$ cat src/mhlr_pkg.sv
package mhlr_pkg;

	// configuration port
	localparam int CfgAddrW = 8;
	localparam int CfgDataW = 8;

	localparam logic [CfgAddrW-1:0] REG_MESH_WIDTH   = 8'd0;
	localparam logic [CfgAddrW-1:0] REG_CORE_COUNT   = 8'd1;
	localparam logic [CfgAddrW-1:0] REG_HOP_LATENCY  = 8'd2;
	localparam logic [CfgAddrW-1:0] REG_STATS_ENABLE = 8'd3;

	// register reset values
	localparam logic [6:0] MeshWidthRst   = 7'd8;
	localparam logic [6:0] CoreCountRst   = 7'd64;
	localparam logic [7:0] HopLatencyRst  = 8'd1;
	localparam logic       StatsEnableRst = 1'b1;

	// parameter defaults
	localparam int MaxCoresDef   = 64;
	localparam int TotalWidthDef = 48;

	// stream widths
	localparam int STdataW = 80;
	localparam int MTdataW = 168;

	// upper bound on hop cost: 126 hops times the largest 8-bit hop latency
	localparam logic [14:0] HopCyclesMax = 15'd32130;

endpackage

$ cat src/mesh_hop_latency_router_core.sv
// unicast: two divisions (source and receiver index), then a multiply and an
// accumulate step before the result beat; next input taken after the result beat
// broadcast: one division of the source index, then for each core a multiply, an
// accumulate and a result beat that waits on output stall; the shared 6-step restoring divider
// and the one-item sequencer do this work; input is not taken while an item is in work
// arst_n clears the registers to their reset values and the totals to zero
module mesh_hop_latency_router_core #(
	parameter int MAX_CORES   = mhlr_pkg::MaxCoresDef,
	parameter int TOTAL_WIDTH = mhlr_pkg::TotalWidthDef
) (
	input  logic                          clk,
	input  logic                          arst_n,
	// input packet stream
	input  logic                          s_tvalid,
	output logic                          s_tready,
	// sender[5:0], receiver[11:6], send_time[59:12], pkt_length[75:60]
	input  logic [mhlr_pkg::STdataW-1:0]  s_tdata,
	// is_broadcast[0]
	input  logic [0:0]                    s_tuser,
	// result stream
	output logic                          m_tvalid,
	input  logic                          m_tready,
	// dest[5:0], arrival_time[53:6], hop_cycles[68:54],
	// bytes_total[116:69], latency_total[164:117]
	output logic [mhlr_pkg::MTdataW-1:0]  m_tdata,
	output logic                          m_tlast,
	// configuration writes
	input  logic                          cfg_valid,
	output logic                          cfg_ready,
	input  logic [mhlr_pkg::CfgAddrW-1:0] cfg_addr,
	input  logic [mhlr_pkg::CfgDataW-1:0] cfg_data
);

	localparam logic [6:0] MaxN = 7'(MAX_CORES);

	typedef enum logic [2:0] {
		ST_IDLE,
		ST_DIV_SRC,
		ST_DIV_DST,
		ST_MUL,
		ST_ACC,
		ST_OUT
	} state_t;

	state_t state_q;

	// configuration
	logic [6:0] mesh_width_q;
	logic [6:0] core_count_q;
	logic [7:0] hop_latency_q;
	logic       stats_enable_q;

	// totals
	logic [TOTAL_WIDTH-1:0] bytes_acc_q;
	logic [TOTAL_WIDTH-1:0] latency_acc_q;

	// item in work
	logic [5:0]  rcv_q;
	logic        bcast_q;
	logic [47:0] send_time_q;
	logic [15:0] pkt_length_q;
	logic [6:0]  limit_q;
	logic [5:0]  bcast_index_q;
	logic [5:0]  src_col_q, src_row_q, dst_col_q, dst_row_q;
	logic [14:0] hop_cycles_q;

	// shared divider
	logic [5:0] dvd_q;
	logic [6:0] rem_q;
	logic [2:0] step_q;

	// output register
	logic [5:0]  out_dest_q;
	logic [47:0] out_arrival_q;
	logic [14:0] out_hop_q;
	logic        out_last_q;
	logic [47:0] out_bytes_q;
	logic [47:0] out_lat_q;

	// combinational signals
	logic [6:0]  w_eff;
	logic [6:0]  n_eff;
	logic [7:0]  rem_shift;
	logic        sub_ok;
	logic [6:0]  rem_new;
	logic [5:0]  dvd_new;
	logic [5:0]  col_diff, row_diff;
	logic [6:0]  hop_dist;
	logic [48:0] arrival_sum;
	logic [TOTAL_WIDTH:0] bytes_sum, lat_sum;
	logic [TOTAL_WIDTH-1:0] bytes_next, lat_next;
	logic        is_last;
	logic        col_wrap;

	assign s_tready  = (state_q == ST_IDLE);
	assign m_tvalid  = (state_q == ST_OUT);
	assign cfg_ready = 1'b1;
	assign m_tlast   = out_last_q;
	assign m_tdata   = {3'd0, out_lat_q, out_bytes_q, out_hop_q, out_arrival_q, out_dest_q};

	// effective mesh width and broadcast count
	assign w_eff = (mesh_width_q == 7'd0) ? 7'd1 : mesh_width_q;
	assign n_eff = (core_count_q > MaxN) ? MaxN : core_count_q;

	// one restoring division step
	always_comb begin
		rem_shift = {rem_q, dvd_q[5]};
		sub_ok    = (rem_shift >= {1'b0, w_eff});
		rem_new   = sub_ok ? 7'(rem_shift - {1'b0, w_eff}) : rem_shift[6:0];
		dvd_new   = {dvd_q[4:0], sub_ok};
	end

	// manhattan distance
	always_comb begin
		col_diff = (src_col_q >= dst_col_q) ? src_col_q - dst_col_q : dst_col_q - src_col_q;
		row_diff = (src_row_q >= dst_row_q) ? src_row_q - dst_row_q : dst_row_q - src_row_q;
		hop_dist = {1'b0, col_diff} + {1'b0, row_diff};
	end

	// saturating sums, last-beat and column-wrap flags
	always_comb begin
		arrival_sum = {1'b0, send_time_q} + {34'd0, hop_cycles_q};
		bytes_sum   = {1'b0, bytes_acc_q} + (TOTAL_WIDTH + 1)'(pkt_length_q);
		lat_sum     = {1'b0, latency_acc_q} + (TOTAL_WIDTH + 1)'(hop_cycles_q);
		bytes_next  = bytes_sum[TOTAL_WIDTH] ? '1 : bytes_sum[TOTAL_WIDTH-1:0];
		lat_next    = lat_sum[TOTAL_WIDTH] ? '1 : lat_sum[TOTAL_WIDTH-1:0];
		is_last     = !bcast_q || (({1'b0, bcast_index_q} + 7'd1) == limit_q);
		col_wrap    = (({1'b0, dst_col_q} + 7'd1) == w_eff);
	end

	// sequencer, datapath and output register
	always_ff @(posedge clk or negedge arst_n) begin
		if (!arst_n) begin
			state_q        <= ST_IDLE;
			mesh_width_q   <= mhlr_pkg::MeshWidthRst;
			core_count_q   <= mhlr_pkg::CoreCountRst;
			hop_latency_q  <= mhlr_pkg::HopLatencyRst;
			stats_enable_q <= mhlr_pkg::StatsEnableRst;
			bytes_acc_q    <= '0;
			latency_acc_q  <= '0;
			bcast_index_q  <= '0;
			out_last_q     <= 1'b0;
		end else begin
			// register writes
			if (cfg_valid && cfg_ready) begin
				unique case (cfg_addr)
					mhlr_pkg::REG_MESH_WIDTH:   mesh_width_q   <= cfg_data[6:0];
					mhlr_pkg::REG_CORE_COUNT:   core_count_q   <= cfg_data[6:0];
					mhlr_pkg::REG_HOP_LATENCY:  hop_latency_q  <= cfg_data[7:0];
					mhlr_pkg::REG_STATS_ENABLE: stats_enable_q <= cfg_data[0];
					default: ;
				endcase
			end

			unique case (state_q)
				ST_IDLE: begin
					if (s_tvalid) begin
						dvd_q         <= s_tdata[5:0];
						rcv_q         <= s_tdata[11:6];
						send_time_q   <= s_tdata[59:12];
						pkt_length_q  <= s_tdata[75:60];
						bcast_q       <= s_tuser[0];
						limit_q       <= n_eff;
						rem_q         <= '0;
						step_q        <= '0;
						bcast_index_q <= '0;
						dst_col_q     <= '0;
						dst_row_q     <= '0;
						// a broadcast to no core is dropped
						if (!(s_tuser[0] && n_eff == 7'd0))
							state_q <= ST_DIV_SRC;
					end
				end
				ST_DIV_SRC: begin
					rem_q  <= rem_new;
					dvd_q  <= dvd_new;
					step_q <= step_q + 3'd1;
					if (step_q == 3'd5) begin
						src_col_q <= rem_new[5:0];
						src_row_q <= dvd_new;
						rem_q     <= '0;
						step_q    <= '0;
						dvd_q     <= rcv_q;
						state_q   <= bcast_q ? ST_MUL : ST_DIV_DST;
					end
				end
				ST_DIV_DST: begin
					rem_q  <= rem_new;
					dvd_q  <= dvd_new;
					step_q <= step_q + 3'd1;
					if (step_q == 3'd5) begin
						dst_col_q <= rem_new[5:0];
						dst_row_q <= dvd_new;
						state_q   <= ST_MUL;
					end
				end
				ST_MUL: begin
					hop_cycles_q <= {8'd0, hop_dist} * {7'd0, hop_latency_q};
					state_q      <= ST_ACC;
				end
				ST_ACC: begin
					if (stats_enable_q) begin
						bytes_acc_q   <= bytes_next;
						latency_acc_q <= lat_next;
						out_bytes_q   <= 48'(64'(bytes_next));
						out_lat_q     <= 48'(64'(lat_next));
					end else begin
						out_bytes_q   <= 48'(64'(bytes_acc_q));
						out_lat_q     <= 48'(64'(latency_acc_q));
					end
					out_dest_q    <= bcast_q ? bcast_index_q : rcv_q;
					out_arrival_q <= arrival_sum[48] ? '1 : arrival_sum[47:0];
					out_hop_q     <= hop_cycles_q;
					out_last_q    <= is_last;
					state_q       <= ST_OUT;
				end
				ST_OUT: begin
					if (m_tready) begin
						if (out_last_q) begin
							bcast_index_q <= '0;
							state_q       <= ST_IDLE;
						end else begin
							// step to the next core on the mesh
							bcast_index_q <= bcast_index_q + 6'd1;
							if (col_wrap) begin
								dst_col_q <= '0;
								dst_row_q <= dst_row_q + 6'd1;
							end else begin
								dst_col_q <= dst_col_q + 6'd1;
							end
							state_q <= ST_MUL;
						end
					end
				end
				default: state_q <= ST_IDLE;
			endcase
		end
	end

endmodule

$ cat config.mk
export PLATFORM = sky130hd
export DESIGN_NAME = mesh_hop_latency_router_core
export DESIGN_NICKNAME = d
export VERILOG_FILES = /design/src/mhlr_pkg.sv /design/src/mesh_hop_latency_router_core.sv
export SDC_FILE = /design/constraint.sdc
export NUM_CORES = 1
export LEC_CHECK = 0
export BUFFER_PORTS_ARGS = -buffer_cell sky130_fd_sc_hd__buf_4
export CORE_MARGIN = 3
export CORE_UTILIZATION = 60
export DETAILED_ROUTE_END_ITERATION = 12
export PLACE_DENSITY_LB_ADDON = 0.08
export SLEW_MARGIN = 40
export SYNTH_ARGS = -nofsm -noshare
export SYNTH_HDL_FRONTEND = slang
export SYNTH_SLANG_ARGS = --single-unit
export TNS_END_PERCENT = 30
$ cat constraint.sdc
create_clock -name clk -period 27.3 [get_ports clk]
set_input_delay 2.73 -clock clk [delete_from_list [all_inputs] [get_ports clk]]
set_output_delay 2.73 -clock clk [all_outputs]
set_load 0.01 [all_outputs]
==> results of run 1 <==
==> final timing paths <==
| kind | startpoint | endpoint | slack [ns] | cells after the start |
|---|---|---|---|---|
| worst min register to register | dvd_q[1]$_DFFE_PP_ | src_row_q[2]$_DFFE_PP_ | 0.52 | 0 |
| min in group asynchronous | arst_n | bytes_acc_q[46]$_DFFE_PN0P_ | 2.02 | 1 |
| max in group asynchronous | arst_n | hop_latency_q[5]$_DFFE_PN0P_ | 24.29 | 2 |
| worst max register to register | dst_row_q[0]$_DFFE_PP_ | hop_cycles_q[12]$_DFFE_PP_ | 19.24 | 28 |
| worst min-delay path | dvd_q[1]$_DFFE_PP_ | src_row_q[2]$_DFFE_PP_ | 0.52 | 0 |
| worst max-delay path | dst_row_q[0]$_DFFE_PP_ | hop_cycles_q[12]$_DFFE_PP_ | 19.24 | 28 |
==> through the flow <==
step                      total power (W)  setup WS, ns  instances  instance area, sq um  hold WS [ns]
after floorplan                   0.00137         17.00       2219                 23900         0.449
after global placement            0.00153         19.60       2946                 26400         0.488
after detailed placement          0.00157         19.32       2946                 26400         0.503
after CTS                         0.00220         19.32       3034                 28000         0.518
after global routing              0.00232         18.74       3035                 28000         0.536
final                             0.00219         19.24       3035                 28000         0.519
==> layer usage <==
layer  GRT usage  vias up  wire length [um]
met5           0        -                12
met4       0.104        2              2050
met3      0.0418      138              4600
met2       0.450      789             27300
met1       0.366     8651             24200
li1            -     8562                 -
==> critical path: cells and delay by family, from the launching register on <==
family | cells | cell delay [ns]
AOI/OAI and AO/OA | 9 | 2.18
xor gates and xnor gates | 2 | 0.59
adders and majority gates | 8 | 3.35
buffers and inverters | 4 | 0.20
DFF | 1 | 0.44
muxes | 1 | 0.37
and+or+nand+nor | 4 | 0.63
==> cells in the final DEF, fill, tap and decap left out, drive strengths merged, types with 49 or more instances in the layout <==
master / instances
and3: 51
xnor2: 78
and2: 71
nand3: 80
a21oi: 184
mux2: 57
dfrtp: 125
xor2: 50
o21ai: 63
nor3: 49
ha: 119
buf: 282
edfxtp: 298
inv: 124
nor2: 187
nand2: 193
clkbuf: 61
==> state kept, by name, indices dropped and copies added (netlist names), 7 cells and up <==
register / flops
bytes_acc_q: 48
latency_acc_q: 48
out_arrival_q: 48
out_bytes_q: 48
out_lat_q: 48
send_time_q: 48
pkt_length_q: 16
hop_cycles_q: 15
out_hop_q: 15
hop_latency_q: 8
core_count_q: 7
limit_q: 7
mesh_width_q: 7
rem_q: 7
==> logic make-up (layout without fill, tap and decap cells) <==
group	Yosys count	count (layout)	synth area share
other	2	5	0.000314
adders and majority gates	157	157	0.0940
and+or+nand+nor	781	781	0.165
AOI/OAI and AO/OA	451	451	0.118
buffers and inverters	194	491	0.0325
xor gates and xnor gates	128	128	0.0468
DFF	427	427	0.509
muxes	77	77	0.0352
==> synthesized netlist by cell type, drive strengths merged, types with 50 or more instances <==
cell      n  area share
nor2    187       0.029
nand2   193       0.030
and3     51       0.013
xor2     50       0.018
o21ai    63       0.013
edfxtp  298        0.37
dfrtp   125        0.13
nand3    80       0.017
inv     121       0.019
a21oi   184       0.039
mux2     57       0.027
xnor2    78       0.029
ha      119       0.062
and2     71       0.019
==> power by group <==
part,leakage (nW),switching (W),internal [W]
sequential,4.49,0.0000597,0.000799
clock,0.753,0.000263,0.000366
combinational,6.80,0.000424,0.000279
==> layout make-up <==
class / count / area share
antenna: 1 / 0.0000894
clock buffer: 61 / 0.0464
clock inverter: 27 / 0.00854
inverter: 121 / 0.0162
multi-input combinational: 1598 / 0.394
sequential: 427 / 0.435
tap: 518 / 0.0232
timing repair buffer: 282 / 0.0762
==> impl_metrics.tcl, run 1 <==
set metrics [dict create \
    cp-start-kind "register" \
    final_max_slew_viol_count 0 \
    ys_seq_area_frac 0.509 \
    period_needed_ns 8.06 \
    fin_crit_sh 0.295 \
    synth_area_sq_mm 0.0239 \
    finalHoldViolCount 0 \
    grt_overflow 0 \
    post_cts_buffers 0 \
    cts-root-buf "clkbuf_16" \
    wl_per_cell_um 19.2 \
    numCtsBuffers 47 \
    antenna_found_initial 2 \
    routed_wl_um 58200 \
    worstPathArrival_ns 8.37 \
    min_path_type "register to register" \
    maxCapViolations 0 \
    peakVddDrop_uv 72.3 \
    portBuffers 265 \
    synthArstFlopShare 0.302 \
    ys.warnings.count 0 \
    grt_max_degree 81 \
    die_area_sq_mm 0.0423 \
    fillers 2791 \
    multiInputGateArea_sq_mm 0.0110 \
    critical-path-max-stage-delay_ns 0.54 \
    final_net_count 2736 \
    cp_slowest_cell "fa_1" \
    synth-edff-count 298 \
    coreArea_sq_mm 0.0390 \
    clk_pin_slew_ns 0.06 \
    ys_ff_latch 427 \
    ys.flop_type "edfxtp_1" \
    clockBufferDepth 3 \
    p_per_area_mw_per_mm2 78.3 \
    gp_congestion 0.939 \
    tightest_slew_ns 0.794 \
    worstPathRequired_ns 27.62 \
    initial_utilization 0.614 \
    die_w_um 206 \
    clkLatencyLatePin_ns 0.59 \
    first_pass_iters 7 \
    relSlewSlack 0.470 \
    cts_max_level 2 \
    crit_type "register to register" \
    final_util 0.718 \
    drcViolationCount 0 \
    p_leak_nw 12.0 \
    io_pins 274 \
    dp_hpwl_um 42200 \
    seq_area_sq_mm 0.0122 \
    crit_path_frequent_cell "fa_1" \
    rsz0062_at_grt "false" \
    postCtsResizedCells 0 \
    vias 18142 \
    tns_ns 0 \
    grt_pass1_vias 17748 \
    grt_pass1_wl_um 91700 \
    cts_hold_buf 0 \
    critPathMaxFanout 8 \
    status "complete, no violations" \
    drive_gt1_frac 0.184 \
    syn_to_final_growth_pct 17.0 \
    grt_use_total 0.272 \
    detail-route-antenna-nets 0 \
    cts_num_sinks 427 \
    setup_violations 0 \
    cp-end-kind "register" \
    syn_avg_cell_area_sq_um 10.8 \
    rows 72 \
    tritoncts "done" \
    ys_types 79 \
    drt-vias-per-instance 5.98 \
    drt_iter0_markers 1476 \
    die_h_um 206 \
    synth_cells 2217 \
    timing.fmax_mhz 124 \
    finalClockSkew_ns 0.0270 \
]
Note: power is estimated with default switching activity, not from simulation.
==> run 2: changes to the inputs <==
- CORE_UTILIZATION: 60 -> 54
- clock period: 27.3 -> 6.46 ns (I/O delays scaled with it)
==> run 2 against run 1 <==
The flow now finishes with violations (setup timing); sequential cell count stayed put; power grew to 4.7 times the previous value; core utilization is 4.5 points lower; combinational power grew to 5.8 times the previous value; clock power grew to 4.0 times the previous value; clock skew is 0.0021 ns lower; sequential power grew to 4.2 times the previous value; clock-buffer cell count is 9 higher; via count is 0.87% higher; non-clock buffer count is 103 higher; critical path type unchanged; largest cell class unchanged; largest power group is now combinational cells.
==> impl_metrics.tcl, run 2 (synthesis gave the netlist of run 1 again) <==
set metrics [dict create \
    rr_startpoint "src_col_q[0]$_DFFE_PP_" \
    grt_overflow 0 \
    routed_wl_um 60400 \
    worstPathArrival_ns 7.14 \
    seq_area_sq_mm 0.0122 \
    final_common_cell "buf_4" \
    clkLatencyLatePin_ns 0.59 \
    gp_congestion 0.899 \
    multiInputGateArea_sq_mm 0.0114 \
    period_needed_ns 6.81 \
    crit_path_frequent_cell "inv_2" \
    timing.fmax_mhz 147 \
    cts_max_level 2 \
    drive_gt1_frac 0.234 \
    rsz0062_at_grt "true" \
    fin_crit_sh 1.05 \
    detail-route-antenna-nets 0 \
    die_h_um 217 \
    clk_pin_slew_ns 0.06 \
    power_switching_w 0.00343 \
    relSlewSlack 0.421 \
    clockBufferDepth 3 \
    antenna_found_initial 1 \
    rows 76 \
    r2r_end "hop_cycles_q[12]$_DFFE_PP_" \
    syn_to_final_growth_pct 22.1 \
    grt_pass1_vias 18030 \
    final_util 0.672 \
    status "complete, but fails checks" \
    numCtsBuffers 46 \
    peakVddDrop_uv 284 \
    min_path_type "primary input to asynchronous set/reset pin" \
    seqPwrFrac 0.355 \
    worstSetupEndpoint "hop_cycles_q[12]$_DFFE_PP_" \
    worstPathRequired_ns 6.80 \
    cp-end-kind "register" \
    die_w_um 217 \
    setup_violations 7 \
    coreArea_sq_mm 0.0435 \
    finalClockSkew_ns 0.0249 \
    cp-startpoint "src_col_q[0]$_DFFE_PP_" \
    combPwrFrac 0.395 \
    crit_type "register to register" \
    maxCapViolations 0 \
    cp-start-kind "register" \
    die_area_sq_mm 0.0469 \
    final_max_slew_viol_count 0 \
    io_pins 274 \
    critPathMaxFanout 5 \
    grt_pass1_wl_um 95800 \
    final_cell_mix "buf_4 (372), edfxtp_1 (298), nand2_1 (190), nor2_1 (183), a21oi_1 (166)" \
    initial_utilization 0.551 \
    tritoncts "done" \
    dp_hpwl_um 43600 \
    fillers 3346 \
    violations "setup timing" \
    tightest_slew_ns 0.869 \
    portBuffers 265 \
    intPower_w 0.00678 \
    critical-path-max-stage-delay_ns 0.56 \
    cp_slowest_cell "fa_1" \
    p_clk_frac 0.250 \
    p_leak_nw 12.6 \
    finalHoldViolCount 0 \
    vias 18300 \
    grt_use_total 0.255 \
    r2r_cells 31 \
    tns_ns -1.31 \
    drcViolationCount 0 \
    cts-root-buf "clkbuf_16" \
    p_per_area_mw_per_mm2 350 \
    drt-vias-per-instance 5.71 \
    worst_slack_ns -0.346 \
    grt_max_degree 144 \
    cts_hold_buf 0 \
    final_net_count 2838 \
    first_pass_iters 6 \
    cts_num_sinks 427 \
    wl_per_cell_um 18.9 \
    switching_share 0.336 \
    drt_iter0_markers 1405 \
    ff2ff_setup_slack_ns -0.35 \
]
==> run 2: power groups by stage <==
stage | combinational (W) | clock [W] | sequential (W)
after detailed placement | 0.00332 | 0 | 0.00367
after CTS | 0.00370 | 0.00260 | 0.00362
after global placement | 0.00324 | 0 | 0.00366
after global routing | 0.00447 | 0.00271 | 0.00366
after floorplan | 0.00215 | 0 | 0.00363
final | 0.00404 | 0.00255 | 0.00362
==> run 2: how the worst min path moves through the flow <==
| stage | to | slack [ns] | depth (start not counted) |
|---|---|---|---|
| global placement | src_row_q[5]$_DFFE_PP_ | 0.50 | 0 |
| global route | bcast_index_q[3]$_DFFE_PN0P_ | 0.12 | 1 |
| detailed placement | src_row_q[4]$_DFFE_PP_ | 0.49 | 0 |
| finish | bcast_index_q[3]$_DFFE_PN0P_ | 0.09 | 1 |
| floorplan | bcast_index_q[0]$_DFFE_PN0P_ | 0.35 | 0 |
| CTS | bcast_index_q[3]$_DFFE_PN0P_ | 0.1 | 1 |
==> run 2: repair_timing <==
action | in CTS | in global routing
buffers inserted | 10 | 11
endpoints found under the setup margin | 9 | 9
hold endpoints to repair | 0 | 0
gates cloned | 0 | 0
pin swaps | 42 | 40
resized for setup | 53 | 33
==> run 2: layer usage <==
metal,global-route usage,share of wire,wire (um),vias to the layer above
met2,0.428,0.49,29500,555
met4,0.0827,0.032,1960,0
met5,0,0,0,-
met3,0.0400,0.057,3450,118
li1,-,-,-,8744
met1,0.341,0.42,25500,8883
==> run 2: final cells by class <==
cell class | instances | area share
clock inverters | 16 | 0.00509
diodes | 2 | 0.000171
flip-flops and latches | 427 | 0.417
inverters | 121 | 0.0155
clock buffers | 70 | 0.0442
well taps | 585 | 0.0250
multi-input cells | 1598 | 0.392
repair buffers | 385 | 0.102
==> run 2: critical path, delay by kind of cell, from the launching register on <==
kind                     cells  cell delay, ns
flip-flops                   1            0.39
XOR/XNOR                     2            0.23
buffers and inverters        7            0.53
adder cells (fa/ha/maj)      8            2.96
multiplexers                 1            0.32
AND/OR/NAND/NOR              5            0.62
AO/OA/AOI/OAI                8            1.51
==> run 2: metrics by stage <==
step / worst slack (ns) / cell area, sq um / instances / power, W / hold slack (ns)
3_5_place_dp: -0.767 / 27200 / 3095 / 0.00699 / 0.493
4_1_cts: -0.245 / 29000 / 3191 / 0.00993 / 0.0992
5_1_grt: -0.629 / 29200 / 3203 / 0.0108 / 0.123
6_report: -0.346 / 29200 / 3204 / 0.0102 / 0.0937
2_1_floorplan: -0.635 / 23900 / 2219 / 0.00578 / 0.350
3_3_place_gp: -0.680 / 27100 / 3092 / 0.00690 / 0.498
